[src/rtl/core/swt_pkg.sv]
// shared types and codes for the sleep/wakeup timer table
`timescale 1ns / 1ps

package swt_pkg;

    // opcodes of an input beat
    localparam logic [1:0] OP_TICK   = 2'd0;
    localparam logic [1:0] OP_SLEEP  = 2'd1;
    localparam logic [1:0] OP_CANCEL = 2'd2;

    // event kinds of a result beat
    localparam logic [2:0] EV_EXPIRED = 3'd0;
    localparam logic [2:0] EV_CANCEL  = 3'd1;
    localparam logic [2:0] EV_ACCEPT  = 3'd2;
    localparam logic [2:0] EV_FULL    = 3'd3;
    localparam logic [2:0] EV_ABSENT  = 3'd4;

    localparam logic [15:0] TPS_RESET = 16'd18;

    typedef struct packed {
        logic [1:0]  opcode;
        logic [7:0]  pid;
        logic [15:0] seconds;
    } t_in_beat;

    typedef struct packed {
        logic [2:0] event_kind;
        logic [7:0] woken_pid;
        logic       last;
    } t_out_beat;

    // one table entry as stored in the slot memory
    typedef struct packed {
        logic [7:0]  pid;
        logic [31:0] start;
        logic [31:0] dur;
    } t_slot;

    // result handed from the scan engine to the output register
    typedef struct packed {
        logic      vld;
        t_out_beat data;
    } t_push;

    typedef enum logic [1:0] {
        S_IDLE,
        S_SCAN,
        S_FLUSH
    } t_state;

endpackage

[src/rtl/core/sleep_wakeup_timer_table_core.sv]
// top level: config register, scan engine, slot memory and output register
`timescale 1ns / 1ps
//
// Sleep/wakeup timer table. Input beats carry an opcode (tick, sleep request,
// cancel by pid), a pid and a sleep length in seconds; output beats carry an
// event kind, the pid concerned and a last flag on the final beat of an item.
// Both channels use valid/stall; the config channel (valid/ready, always
// ready) writes ticks_per_second, which is to be written only while the block
// is idle; the block itself does not enforce this. One item is worked at a
// time. A tick or cancel sweeps the slot memory one slot per cycle through its
// registered read port, pausing while a wake waits on a stalled output register;
// a sleep request walks the valid bits to the lowest free slot, then a flush step.
// A tick may give zero to SLOTS beats; sleep and cancel always give one.
// When the receiver stalls, the output register holds its beat; the sweep
// pauses only when it has a further beat to push, until that is taken. The next
// input is accepted once the last beat of the item sits in the output register.
// Reset clears the tick counter and all valid bits and sets ticks_per_second
// to 18; the slot memory needs no clearing pass.
//

module sleep_wakeup_timer_table_core
    import swt_pkg::*;
#(
    parameter int SLOTS = 16
) (
    input  logic        i_clk,
    input  logic        i_rst_n,
    input  logic        i_in_valid,
    input  t_in_beat    i_in_data,
    output logic        o_in_stall,
    output logic        o_out_valid,
    output t_out_beat   o_out_data,
    input  logic        i_out_stall,
    input  logic        i_cfg_valid,
    output logic        o_cfg_ready,
    input  logic [15:0] i_cfg_data
);

    localparam int IW = $clog2(SLOTS);

    logic [15:0]   r_tps;
    logic          r_out_valid;
    t_out_beat     r_out_data;
    t_push         push;
    logic          push_rdy;
    logic          wr_en;
    logic [IW-1:0] wr_addr;
    t_slot         wr_data;
    logic          rd_en;
    logic [IW-1:0] rd_addr;
    t_slot         rd_data;

    // config register
    assign o_cfg_ready = 1'b1;

    always_ff @(posedge i_clk) begin
        if (!i_rst_n) begin
            r_tps <= TPS_RESET;
        end else if (i_cfg_valid && o_cfg_ready) begin
            r_tps <= i_cfg_data;
        end
    end

    swt_scan #(
        .SLOTS (SLOTS),
        .IW    (IW)
    ) u_scan (
        .i_clk      (i_clk),
        .i_rst_n    (i_rst_n),
        .i_in_valid (i_in_valid),
        .i_in_data  (i_in_data),
        .o_in_stall (o_in_stall),
        .i_tps      (r_tps),
        .o_wr_en    (wr_en),
        .o_wr_addr  (wr_addr),
        .o_wr_data  (wr_data),
        .o_rd_en    (rd_en),
        .o_rd_addr  (rd_addr),
        .i_rd_data  (rd_data),
        .o_push     (push),
        .i_push_rdy (push_rdy)
    );

    swt_slot_mem #(
        .SLOTS (SLOTS),
        .IW    (IW)
    ) u_mem (
        .i_clk     (i_clk),
        .i_wr_en   (wr_en),
        .i_wr_addr (wr_addr),
        .i_wr_data (wr_data),
        .i_rd_en   (rd_en),
        .i_rd_addr (rd_addr),
        .o_rd_data (rd_data)
    );

    // output register: takes a new beat when empty or being drained
    assign push_rdy = !r_out_valid || !i_out_stall;

    always_ff @(posedge i_clk) begin
        if (!i_rst_n) begin
            r_out_valid <= 1'b0;
        end else if (push.vld && push_rdy) begin
            r_out_valid <= 1'b1;
        end else if (!i_out_stall) begin
            r_out_valid <= 1'b0;
        end
    end

    always_ff @(posedge i_clk) begin
        if (push.vld && push_rdy) begin
            r_out_data <= push.data;
        end
    end

    assign o_out_valid = r_out_valid;
    assign o_out_data  = r_out_data;

endmodule

[src/rtl/core/swt_slot_mem.sv]
// slot memory: pid, start tick and duration per slot, one write and one read port
`timescale 1ns / 1ps

module swt_slot_mem
    import swt_pkg::*;
#(
    parameter int SLOTS = 16,
    parameter int IW    = $clog2(SLOTS)
) (
    input  logic          i_clk,
    input  logic          i_wr_en,
    input  logic [IW-1:0] i_wr_addr,
    input  t_slot         i_wr_data,
    input  logic          i_rd_en,
    input  logic [IW-1:0] i_rd_addr,
    output t_slot         o_rd_data
);

    t_slot r_mem [SLOTS];
    t_slot r_rd_data;

    // write port
    always_ff @(posedge i_clk) begin
        if (i_wr_en) begin
            r_mem[i_wr_addr] <= i_wr_data;
        end
    end

    // registered read port, holds while not enabled
    always_ff @(posedge i_clk) begin
        if (i_rd_en) begin
            r_rd_data <= r_mem[i_rd_addr];
        end
    end

    assign o_rd_data = r_rd_data;

endmodule

[src/rtl/core/swt_scan.sv]
// scan engine: tick counter, valid bits and per-slot sweep for tick, sleep and cancel
`timescale 1ns / 1ps

module swt_scan
    import swt_pkg::*;
#(
    parameter int SLOTS = 16,
    parameter int IW    = $clog2(SLOTS)
) (
    input  logic          i_clk,
    input  logic          i_rst_n,
    input  logic          i_in_valid,
    input  t_in_beat      i_in_data,
    output logic          o_in_stall,
    input  logic [15:0]   i_tps,
    output logic          o_wr_en,
    output logic [IW-1:0] o_wr_addr,
    output t_slot         o_wr_data,
    output logic          o_rd_en,
    output logic [IW-1:0] o_rd_addr,
    input  t_slot         i_rd_data,
    output t_push         o_push,
    input  logic          i_push_rdy
);

    localparam logic [IW-1:0] LAST_IDX = IW'(SLOTS - 1);

    t_state           r_state, n_state;
    logic [1:0]       r_op, n_op;
    logic [7:0]       r_pid, n_pid;
    logic [31:0]      r_dur, n_dur;
    logic [31:0]      r_tick, n_tick;
    logic [SLOTS-1:0] r_valid, n_valid;
    logic [IW-1:0]    r_addr, n_addr;
    logic             r_issue, n_issue;
    logic             r_ev_vld, n_ev_vld;
    logic [IW-1:0]    r_eidx, n_eidx;
    logic             r_pend_vld, n_pend_vld;
    logic [2:0]       r_pend_kind, n_pend_kind;
    logic [7:0]       r_pend_pid, n_pend_pid;

    logic        hit;
    logic        go;
    logic        end_scan;
    logic [31:0] elapsed;

    // elapsed ticks of the entry coming out of memory
    assign elapsed  = r_tick - i_rd_data.start;
    assign end_scan = r_ev_vld && (r_eidx == LAST_IDX);

    always_comb begin
        if (r_op == OP_TICK) begin
            hit = r_ev_vld && r_valid[r_eidx] && (elapsed >= i_rd_data.dur);
        end else begin
            hit = r_ev_vld && r_valid[r_eidx] && (i_rd_data.pid == r_pid);
        end
    end

    // next state and outputs
    always_comb begin
        n_state     = r_state;
        n_op        = r_op;
        n_pid       = r_pid;
        n_dur       = r_dur;
        n_tick      = r_tick;
        n_valid     = r_valid;
        n_addr      = r_addr;
        n_issue     = r_issue;
        n_ev_vld    = r_ev_vld;
        n_eidx      = r_eidx;
        n_pend_vld  = r_pend_vld;
        n_pend_kind = r_pend_kind;
        n_pend_pid  = r_pend_pid;
        o_push      = '0;
        o_rd_en     = 1'b0;
        o_rd_addr   = r_addr;
        o_wr_en     = 1'b0;
        o_wr_addr   = r_addr;
        o_wr_data   = '{pid: r_pid, start: r_tick, dur: r_dur};
        go          = 1'b1;
        o_in_stall  = (r_state != S_IDLE);

        unique case (r_state)
            S_IDLE: begin
                if (i_in_valid) begin
                    n_op       = i_in_data.opcode;
                    n_pid      = i_in_data.pid;
                    n_dur      = {16'd0, i_in_data.seconds} * {16'd0, i_tps};
                    n_addr     = '0;
                    n_issue    = 1'b1;
                    n_ev_vld   = 1'b0;
                    n_pend_vld = 1'b0;
                    case (i_in_data.opcode) inside
                        OP_TICK: begin
                            n_tick  = r_tick + 32'd1;
                            n_state = S_SCAN;
                        end
                        OP_SLEEP, OP_CANCEL: begin
                            n_state = S_SCAN;
                        end
                        default: begin
                            n_state = S_IDLE;
                        end
                    endcase
                end
            end
            S_SCAN: begin
                if (r_op == OP_SLEEP) begin
                    // lowest free slot takes the new entry
                    if (!r_valid[r_addr]) begin
                        o_wr_en           = 1'b1;
                        n_valid[r_addr]   = 1'b1;
                        n_pend_vld        = 1'b1;
                        n_pend_kind       = EV_ACCEPT;
                        n_pend_pid        = r_pid;
                        n_state           = S_FLUSH;
                    end else if (r_addr == LAST_IDX) begin
                        n_pend_vld  = 1'b1;
                        n_pend_kind = EV_FULL;
                        n_pend_pid  = r_pid;
                        n_state     = S_FLUSH;
                    end else begin
                        n_addr = r_addr + 1'b1;
                    end
                end else begin
                    // a new wake sends the held one out, not marked last
                    if ((r_op == OP_TICK) && hit && r_pend_vld) begin
                        o_push.vld             = 1'b1;
                        o_push.data.event_kind = r_pend_kind;
                        o_push.data.woken_pid  = r_pend_pid;
                        o_push.data.last       = 1'b0;
                        go                     = i_push_rdy;
                    end
                    if (go) begin
                        // read pipeline: issue next address, evaluate previous
                        if (r_issue) begin
                            o_rd_en  = 1'b1;
                            n_addr   = r_addr + 1'b1;
                            n_issue  = (r_addr != LAST_IDX);
                            n_ev_vld = 1'b1;
                            n_eidx   = r_addr;
                        end else begin
                            n_ev_vld = 1'b0;
                        end
                        if (hit) begin
                            n_valid[r_eidx] = 1'b0;
                            n_pend_vld      = 1'b1;
                            n_pend_kind     = (r_op == OP_TICK) ? EV_EXPIRED : EV_CANCEL;
                            n_pend_pid      = i_rd_data.pid;
                        end
                        if ((r_op != OP_TICK) && hit) begin
                            n_state = S_FLUSH;
                        end else if (end_scan) begin
                            if (r_op == OP_TICK) begin
                                n_state = (hit || r_pend_vld) ? S_FLUSH : S_IDLE;
                            end else begin
                                n_pend_vld  = 1'b1;
                                n_pend_kind = EV_ABSENT;
                                n_pend_pid  = r_pid;
                                n_state     = S_FLUSH;
                            end
                        end
                    end
                end
            end
            S_FLUSH: begin
                // final beat of the item
                o_push.vld             = 1'b1;
                o_push.data.event_kind = r_pend_kind;
                o_push.data.woken_pid  = r_pend_pid;
                o_push.data.last       = 1'b1;
                if (i_push_rdy) begin
                    n_pend_vld = 1'b0;
                    n_state    = S_IDLE;
                end
            end
            default: begin
                n_state = S_IDLE;
            end
        endcase
    end

    // state register
    always_ff @(posedge i_clk) begin
        if (!i_rst_n) begin
            r_state <= S_IDLE;
        end else begin
            r_state <= n_state;
        end
    end

    // control registers
    always_ff @(posedge i_clk) begin
        if (!i_rst_n) begin
            r_tick     <= '0;
            r_valid    <= '0;
            r_issue    <= 1'b0;
            r_ev_vld   <= 1'b0;
            r_pend_vld <= 1'b0;
            r_op       <= OP_TICK;
        end else begin
            r_tick     <= n_tick;
            r_valid    <= n_valid;
            r_issue    <= n_issue;
            r_ev_vld   <= n_ev_vld;
            r_pend_vld <= n_pend_vld;
            r_op       <= n_op;
        end
    end

    // payload registers
    always_ff @(posedge i_clk) begin
        r_pid       <= n_pid;
        r_dur       <= n_dur;
        r_addr      <= n_addr;
        r_eidx      <= n_eidx;
        r_pend_kind <= n_pend_kind;
        r_pend_pid  <= n_pend_pid;
    end

`ifndef ASSERT_OFF
    // a beat marked last only comes out of the flush step
    ap_last_in_flush: assert property (@(posedge i_clk) disable iff (!i_rst_n)
        (o_push.vld && o_push.data.last) |-> (r_state == S_FLUSH))
        else $error("last beat pushed outside flush");

    // nothing is pushed while idle
    ap_no_push_idle: assert property (@(posedge i_clk) disable iff (!i_rst_n)
        o_push.vld |-> (r_state != S_IDLE))
        else $error("result pushed while idle");

    // the slot memory is written only by a sleep request during its sweep
    ap_wr_sleep: assert property (@(posedge i_clk) disable iff (!i_rst_n)
        o_wr_en |-> ((r_state == S_SCAN) && (r_op == OP_SLEEP) && !r_valid[o_wr_addr]))
        else $error("slot memory written outside a sleep sweep");

    // an accepted tick advances the counter by one
    ap_tick_inc: assert property (@(posedge i_clk) disable iff (!i_rst_n)
        ((r_state == S_IDLE) && i_in_valid && (i_in_data.opcode == OP_TICK))
        |=> (r_tick == $past(r_tick) + 32'd1))
        else $error("tick counter did not advance");

    // flush always has a held result to send
    ap_flush_pend: assert property (@(posedge i_clk) disable iff (!i_rst_n)
        (r_state == S_FLUSH) |-> r_pend_vld)
        else $error("flush without held result");
`endif

endmodule
[config.mk]
export PLATFORM = sky130hd
export DESIGN_NAME = sleep_wakeup_timer_table_core
export DESIGN_NICKNAME = d
export VERILOG_FILES = /design/src/rtl/core/swt_pkg.sv /design/src/rtl/core/sleep_wakeup_timer_table_core.sv /design/src/rtl/core/swt_slot_mem.sv /design/src/rtl/core/swt_scan.sv
export SDC_FILE = /design/constraint.sdc
export NUM_CORES = 2
export LEC_CHECK = 0
export BUFFER_PORTS_ARGS = -buffer_cell sky130_fd_sc_hd__buf_4
export CORE_UTILIZATION = 47
export CTS_BUF_LIST = sky130_fd_sc_hd__clkbuf_4 sky130_fd_sc_hd__clkbuf_8
export CTS_CLUSTER_SIZE = 16
export DETAILED_ROUTE_END_ITERATION = 7
export MAX_ROUTING_LAYER = met4
export SYNTH_ARGS = -nofsm -noshare
export SYNTH_HDL_FRONTEND = slang
export SYNTH_SLANG_ARGS = --single-unit
[constraint.sdc]
create_clock -name i_clk -period 12.4 [get_ports i_clk]
set_input_delay 2.48 -clock i_clk [delete_from_list [all_inputs] [get_ports i_clk]]
set_output_delay 2.48 -clock i_clk [all_outputs]
set_load 0.02 [all_outputs]
======== Word-level counts from Yosys, hierarchy flattened ========
Memories as Yosys holds them, arrays and structs flattened. A register that Yosys moved wholly into a read port is not among the register bits.
Cells that the tools add are included.
storage, ports and cells
  bits in registers ....................... 143
  memories ................................ 1
  output and inout port bits .............. 15
  logic and storage cells ................. 173
  memory bits (writable) .................. 1152
cells by class
  add/sub/neg operators ................... 3
  multipliers ............................. 1
  bitwise logic cells ..................... 4
  reductions and logical operators ........ 33
  equality and inequality tests ........... 22
  magnitude comparators ................... 5
  muxes and demuxes ....................... 86
memory list
  name         depth  width  rd ports  clocked after memory_dff  wr ports  RTL line            text
  u_mem.r_mem  16     72     1         1                         1         swt_slot_mem.sv:19  t_slot r_mem [SLOTS];
operators with widths
  cell                                                 number
  2-to-1 mux 16 bit                                    4
  2-to-1 mux 8 bit                                     8
  2-to-1 mux 1 bit                                     37
  adder 32 x 1 -> 32 bit (second input constant)       1
  >= comparator 32 bit                                 1
  multiplier 16 x 16 -> 32 bit                         1
  subtractor 32 bit                                    1
  2-to-1 mux 13 bit                                    2
  case mux 13 bit (2 select lines)                     1
  2-to-1 mux 3 bit                                     8
  2-to-1 mux 4 bit                                     6
  2-to-1 mux 2 bit                                     11
  bitwise AND 16 bit                                   1
  inverter 16 bit                                      1
  OR 16 bit                                            1
  AND reduction 4 bit                                  3
  logical AND 1 bit                                    10
  < comparator 4 x 5 -> 1 bit (second input constant)  2
  AND reduction 5 bit                                  2
  nonzero test 2 bit                                   5
  != test 3 bit (second input constant)                3
  binary-select mux 1 bit (select 4 bit)               2
  demux 1 bit (select 4 bit)                           2
  == test 4 bit (second input constant)                2
  23 further kinds                                     39

======== Depth between registers and ports, before layout ========
  depth in word-level cells ............... 13
  mapped depth ............................ 26
  gate-level depth less buffers ........... 25

======== By module ========
Synthesis repeated with hierarchy kept, for this count alone.
unflattened totals
  cell total of the unflattened synthesis .. 3687
  area total of the unflattened synthesis .. 62130.8 sq um
by module, submodules not included
  module                         area each (sq um)  cells an instance  seq. area each (sq um)  times used
  swt_slot_mem                   45272.2            1850               36755.3                 1
  swt_scan                       15835.2            1767               2872.8                  1
  sleep_wakeup_timer_table_core  1023.5             70                 700.7                   1

======== Worst setup path before layout ========
Ideal clock, no wire load.
  path type ............................... register to register
  start point ............................. register u_scan.r_tick[6]
  end point ............................... register, netlist name u_mem.o_rd_data[0]
  arrival time ............................ 9730 ps
  cell stages (with the launch flop) ...... 23
  path slack .............................. 2065 ps
  library setup time ...................... 605 ps
  cell sequence ........................... dfxtp_1 > ha_1 > a211o_1 > or2_0 > o221a_2 > o41ai_4 > a211o_1 > nand3b_1 > a31o_1 > a21oi_1 > o21bai_1 > a21oi_1 > xnor2_1 > ha_1 > a21o_1 > a21o_1 > a21oi_1 > nor2_1 > nor4bb_1 > a21o_1 > buf_2 > nor2_1 > nor3b_1
on the way
  word-level cells in the longest chain between the ends .. 12
RTL lines
  what                            RTL line                             text
  start, declared                 swt_scan.sv:32                       logic [31:0] r_tick, n_tick;
  start signal, assigned          swt_scan.sv:202                      r_tick <= n_tick;
  subtractor 32 bit               swt_scan.sv:48                       assign elapsed = r_tick - i_rd_data.start;
  >= comparator 32 bit            swt_scan.sv:53                       hit = r_ev_vld && r_valid[r_eidx] && (elapsed >= i_rd_data.dur);
  logical AND 1 bit               swt_scan.sv:53
  2-to-1 mux 1 bit                swt_scan.sv:52                       if (r_op == OP_TICK) begin
  logical AND 1 bit (2 in a row)  swt_scan.sv:127                      if ((r_op == OP_TICK) && hit && r_pend_vld) begin
  2-to-1 mux 1 bit                swt_scan.sv:127
  2-to-1 mux 1 bit                swt_scan.sv:108                      if (r_op == OP_SLEEP) begin
  2-to-1 mux 1 bit                swt_scan.sv:83                       unique case (r_state)
  2-to-1 mux 1 bit                swt_scan.sv:134                      if (go) begin
  2-to-1 mux 1 bit                swt_scan.sv:108
  2-to-1 mux 1 bit                swt_scan.sv:83
  net rd_en                       sleep_wakeup_timer_table_core.sv:49  logic rd_en;
The timed path passes the listed nets, and every way through them passes these cells. The select of a mux whose other input is x is not followed.
A chain may end at the register's enable or synchronous reset.

======== Worst setup path in the final report ========
  start point ............................. input port i_in_data[10] (netlist name)
  end point ............................... register u_scan.r_dur[30], data pin
on the way
  word-level cells in the longest chain between the ends .. 1
RTL lines
  what                          RTL line                             text
  start, declared               sleep_wakeup_timer_table_core.sv:29  input t_in_beat i_in_data,
  multiplier 16 x 16 -> 32 bit  swt_scan.sv:88                       n_dur = {16'd0, i_in_data.seconds} * {16'd0, i_tps};
  end signal, assigned          swt_scan.sv:214                      r_dur <= n_dur;
  end, declared                 swt_scan.sv:31                       logic [31:0] r_dur, n_dur;
Every way passes these cells.

==> impl_metrics.ini <==
[sta]
setup_repair_after_global_routing_missed_its_margin = false
skew_ns = 0.04139
layout_worst_path_cycle_share_pct = 65.60
final-setup-viol-count = 0
clock_period_minus_final_worst_setup_slack_ns = 8.134
max-slew-margin-rel_pct = 22.06
slew_of_the_pin_with_the_lowest_slew_margin_ns = 1.167
finalHoldViolations = 0
maxClockFrequency_mhz = 122.9
final_setup_margin_ns = 4.266
final.setup.tns_ns = 0
drv_slew = 0

[place]
pre_cts_slack_ns = 3.371
place.gp.congestion = 0.8582
io_buffers = 60
detailed_place_hpwl_um = 83030

[hold_path]
timing.hold.worst.class = flip-flop to flip-flop

[global_route]
grt_max_degree = 94
initial_antenna_violation_count = 4
track_usage_pct = 22.72
grt_pass1_vias = 33970
grt_first_pass_wirelength_um = 214200
grt_overflow = 0

[worst_setup_path]
category_of_the_worst_setup_path_launch_point = input pin
timing.critical_path.slowest_stage_cell = fa_1
critical_path.endpoint_type = flip-flop
worstPathArrival_ns = 8.81
worst_path_most_repeated_cell = fa_1
delay_contributed_by_the_slowest_stage_of_the_critical_path_ns = 0.58
worst_setup_path_endpoint = u_scan.r_dur[30]$_DFFE_PP_
worst-path-max-fanout = 16
gate_family_responsible_for_the_most_delay_along_the_worst_path = adder cells
crit_path_start = i_in_data[10]
worst_r2r_path_depth = 24
regToRegEndpoint = u_mem.o_rd_data[49]$_DFFE_PP_
crit_chain = buf_4, nand2_1, fa_1, inv_1, fa_1, inv_1, fa_1, fa_1, inv_1, fa_1, inv_1, fa_1, inv_1, ha_1, a21o_1, a21o_1, a21oi_1, o21ai_0, a311o_1, a211oi_1, o21ai_0, a31oi_1, o21bai_1, xor2_1
r2r_setup_slack_ns = 4.54
required_arrival_time_at_the_worst_endpoint_ns = 13.08
crit_cells = 24
cp_num_buf_inv = 6
r2r-start = u_scan.r_tick[0]$_SDFFE_PN0P_
path_class = input pin to flip-flop

[synthesis]
synth_edf_count = 1295
yosys_warnings = 0
post_synthesis_cell_count = 3492
synth_area_sq_um = 61920
synthDominantAreaCellType = edfxtp_1
async_flop_share_pct = 0
synth_cell_types = 64
avgSynthCellArea_sq_um = 17.73
synth_top_cells_by_area = edfxtp_1, mux4_2, fa_1
sequential_cell_area_fraction_in_the_yosys_report_pct = 65.13
synthesis.nets = 3911
yosys_register_bits = 1367
synth_top_cell_area_share_pct = 62.80
synth_flop_cell = edfxtp_1

[clocking]
cts.repair.resized = 0
clock_tree.buffer_depth = 3
cts_hold_buffers = 0
clock-root-buffer = clkbuf_8
number_of_clock_sinks = 1367
cts_post_setup_buffers_inserted = 0
worst_skew_pair_latency_ns = 0.95
clock_input_transition_at_the_sequential_cells_of_the_worst_setup_and_hold_paths_ns = 0.06
cts_made_buffers = 214
cts_tree = built
ctsHtreeMaxLevel = 4

[drt]
number_of_drc_markers_after_the_initial_detailed_route_iteration = 2827
dr.pass1.iters = 5
dr_total_vias = 31750
viasPerCell = 5.660
number_of_nets_with_antenna_violations_after_detailed_routing = 0
route.detailed.drc = 0
drt-total-wl_um = 143400
routedWlPerCell_um = 25.55

[power_and_ir_drop]
p_leak_nw = 23.12
power.ir.vdd_worst_mv = 0.2351
powerDensity_nw_per_um2 = 189.5

[floorplanning]
die_width_um = 365.0
pin_count = 62
die_y_um = 365.0
fp.coreArea_sq_um = 130100
design.die.area_sq_um = 133200
initial_utilization_pct = 47.58
placementRows = 132

[flow_run]
cap_viol_max_count = 0

[cells_and_area]
area_growth_pct = 11.33
nNetsFinal = 4100
layout-drive-gt1-share_pct = 22.41

[run_status]
outcome = finished clean
[cell usage in the layout (no fill, tap or decap), types with 17 or more instances in the layout]
cell      count
edfxtp_1   1295
buf_4       112
a21oi_1      64
inv_1       333
xnor2_1      75
dfxtp_1      72
nor2_1       47
nor2b_1      29
clkinv_2     21
ha_1        177
mux4_2      370
o21ai_0      53
fa_1        195
xor2_1       17
nand4_1      18
a21o_1       28
nand3_1      20
clkbuf_8    222
clkbuf_4     78
nand2_1     218
and2_1      143
mux2i_1      18
clkinv_1     52
[state kept, by name (all words and copies together), names as in the netlist]
name,flops
o_out_data,12
u_mem.r_mem,1152
u_mem.o_rd_data,72
u_scan.r_state,2
u_scan.r_pend_kind,3
r_tps,16
u_scan.r_tick,32
u_scan.r_op,2
u_scan.r_issue,1
u_scan.r_ev_vld,1
u_scan.r_dur,32
u_scan.r_eidx,4
u_scan.r_pend_vld,1
u_scan.r_pid,8
u_scan.r_pend_pid,8
o_out_valid,1
u_scan.o_rd_addr,4
u_scan.r_valid,16
[kinds of logic (layout without fill, tap and decap cells)]
family	count (synthesis)	after routing	share of synthesized area [%]
DFF	1367	1367	65.13
buffers and inverters	476	849	2.896
muxes	388	388	13.75
xor gates and xnor gates	92	92	1.301
other	1	4	0.006056
and+or+nand+nor	558	558	4.490
adders and majority gates	372	372	9.881
AOI/OAI and AO/OA	238	238	2.550
[worst reg2reg max path, stage by stage (launching register included)]
cell      delay [ns]
dfxtp_1         0.52
inv_1           0.19
ha_1            0.18
inv_1           0.06
fa_1            0.42
a211oi_1        0.35
o21ai_0         0.30
a41oi_1         0.46
a21oi_1         0.23
a211oi_1        0.54
o21a_1          0.26
nor2_1          0.09
a221o_1         0.36
a21oi_1         0.16
o21ai_0         0.11
xnor2_1         0.23
ha_1            0.28
nand4_1         0.12
nor2_1          0.07
nor4bb_1        0.35
a21o_1          0.43
nor2_1          0.17
nor3b_2         0.21
buf_4           0.42
buf_4           0.89
[layout make-up]
type / count / area [sq um]
Sequential cell: 1367 / 40330
Clock buffer: 300 / 3641
Multi-Input combinational cell: 1649 / 19910
Fill cell: 10460 / 61210
Timing Repair Buffer: 114 / 880.8
Tap cell: 1742 / 2180
Clock inverter: 100 / 729.5
Inverter: 335 / 1260
Antenna cell: 3 / 7.507
[power breakdown]
| group | internal, mW | switching, mW |
|---|---|---|
| clock network | 2.06 | 1.79 |
| logic | 1.58 | 1.87 |
| registers | 5.51 | 0.255 |
[how the worst min path moves through the flow]
stage | from | endpoint | slack, ns | cells past startpoint
6_report | u_scan.r_ev_vld$_SDFFE_PN0P_ | u_scan.r_ev_vld$_SDFFE_PN0P_ | 0.50 | 2
5_1_grt | u_scan.r_state[0]$_SDFFE_PN0P_ | u_scan.r_state[0]$_SDFFE_PN0P_ | 0.55 | 2
4_1_cts | u_scan.r_ev_vld$_SDFFE_PN0P_ | u_scan.r_ev_vld$_SDFFE_PN0P_ | 0.50 | 2
3_5_place_dp | u_scan.r_ev_vld$_SDFFE_PN0P_ | u_scan.r_ev_vld$_SDFFE_PN0P_ | 0.49 | 2
3_3_place_gp | u_scan.r_ev_vld$_SDFFE_PN0P_ | u_scan.r_ev_vld$_SDFFE_PN0P_ | 0.48 | 2
2_1_floorplan | u_scan.o_rd_addr[3]$_SDFFCE_PN0P_ | u_scan.r_eidx[3]$_DFFE_PP_ | 0.42 | 0
[per-stage QoR]
| stage | power [mW] | hold slack, ns | cell area (sq um) | cells | utilization [%] |
|---|---|---|---|---|---|
| detailed placement | 9.364 | 0.4938 | 64560 | 5207 | 49.60 |
| global placement | 9.286 | 0.4800 | 64560 | 5207 | 49.60 |
| finish | 13.06 | 0.5027 | 68930 | 5610 | 52.97 |
| global route | 13.69 | 0.5507 | 68930 | 5610 | 52.97 |
| floorplan | 8.312 | 0.4244 | 61920 | 3492 | - |
| CTS | 13.23 | 0.5018 | 68930 | 5607 | 52.96 |
[cell usage after synthesis (8+ instances only)]
master    instances
or3_1             8
a21oi_1          64
o21ai_0          53
and2_1          143
a21o_1           28
a21boi_0         10
o21bai_1         13
nand2b_1         11
dfxtp_1          72
and3_1           15
a222oi_1          8
ha_1            177
mux2i_1          18
mux4_2          370
xor2_1           17
nand2_1         218
xnor2_1          75
a211oi_1          8
buf_1            36
fa_1            195
a31oi_1          13
nor2_1           58
nor3_1           17
edfxtp_1       1295
nand4_1          18
clkbuf_1        102
inv_1           335
nand3_1          20
nor2b_1          29
[routing by layer]
layer  GRT usage, %  share of wire (%)  vias to the layer above
li1               -                  -                    13690
met1          29.72                 42                    16760
met2          36.56                 49                     1057
met3          4.137                6.2                      251
met4          6.604                2.2                        0
met5              -                  0                        -
No activity file was read; power rests on OpenSTA's default activity.
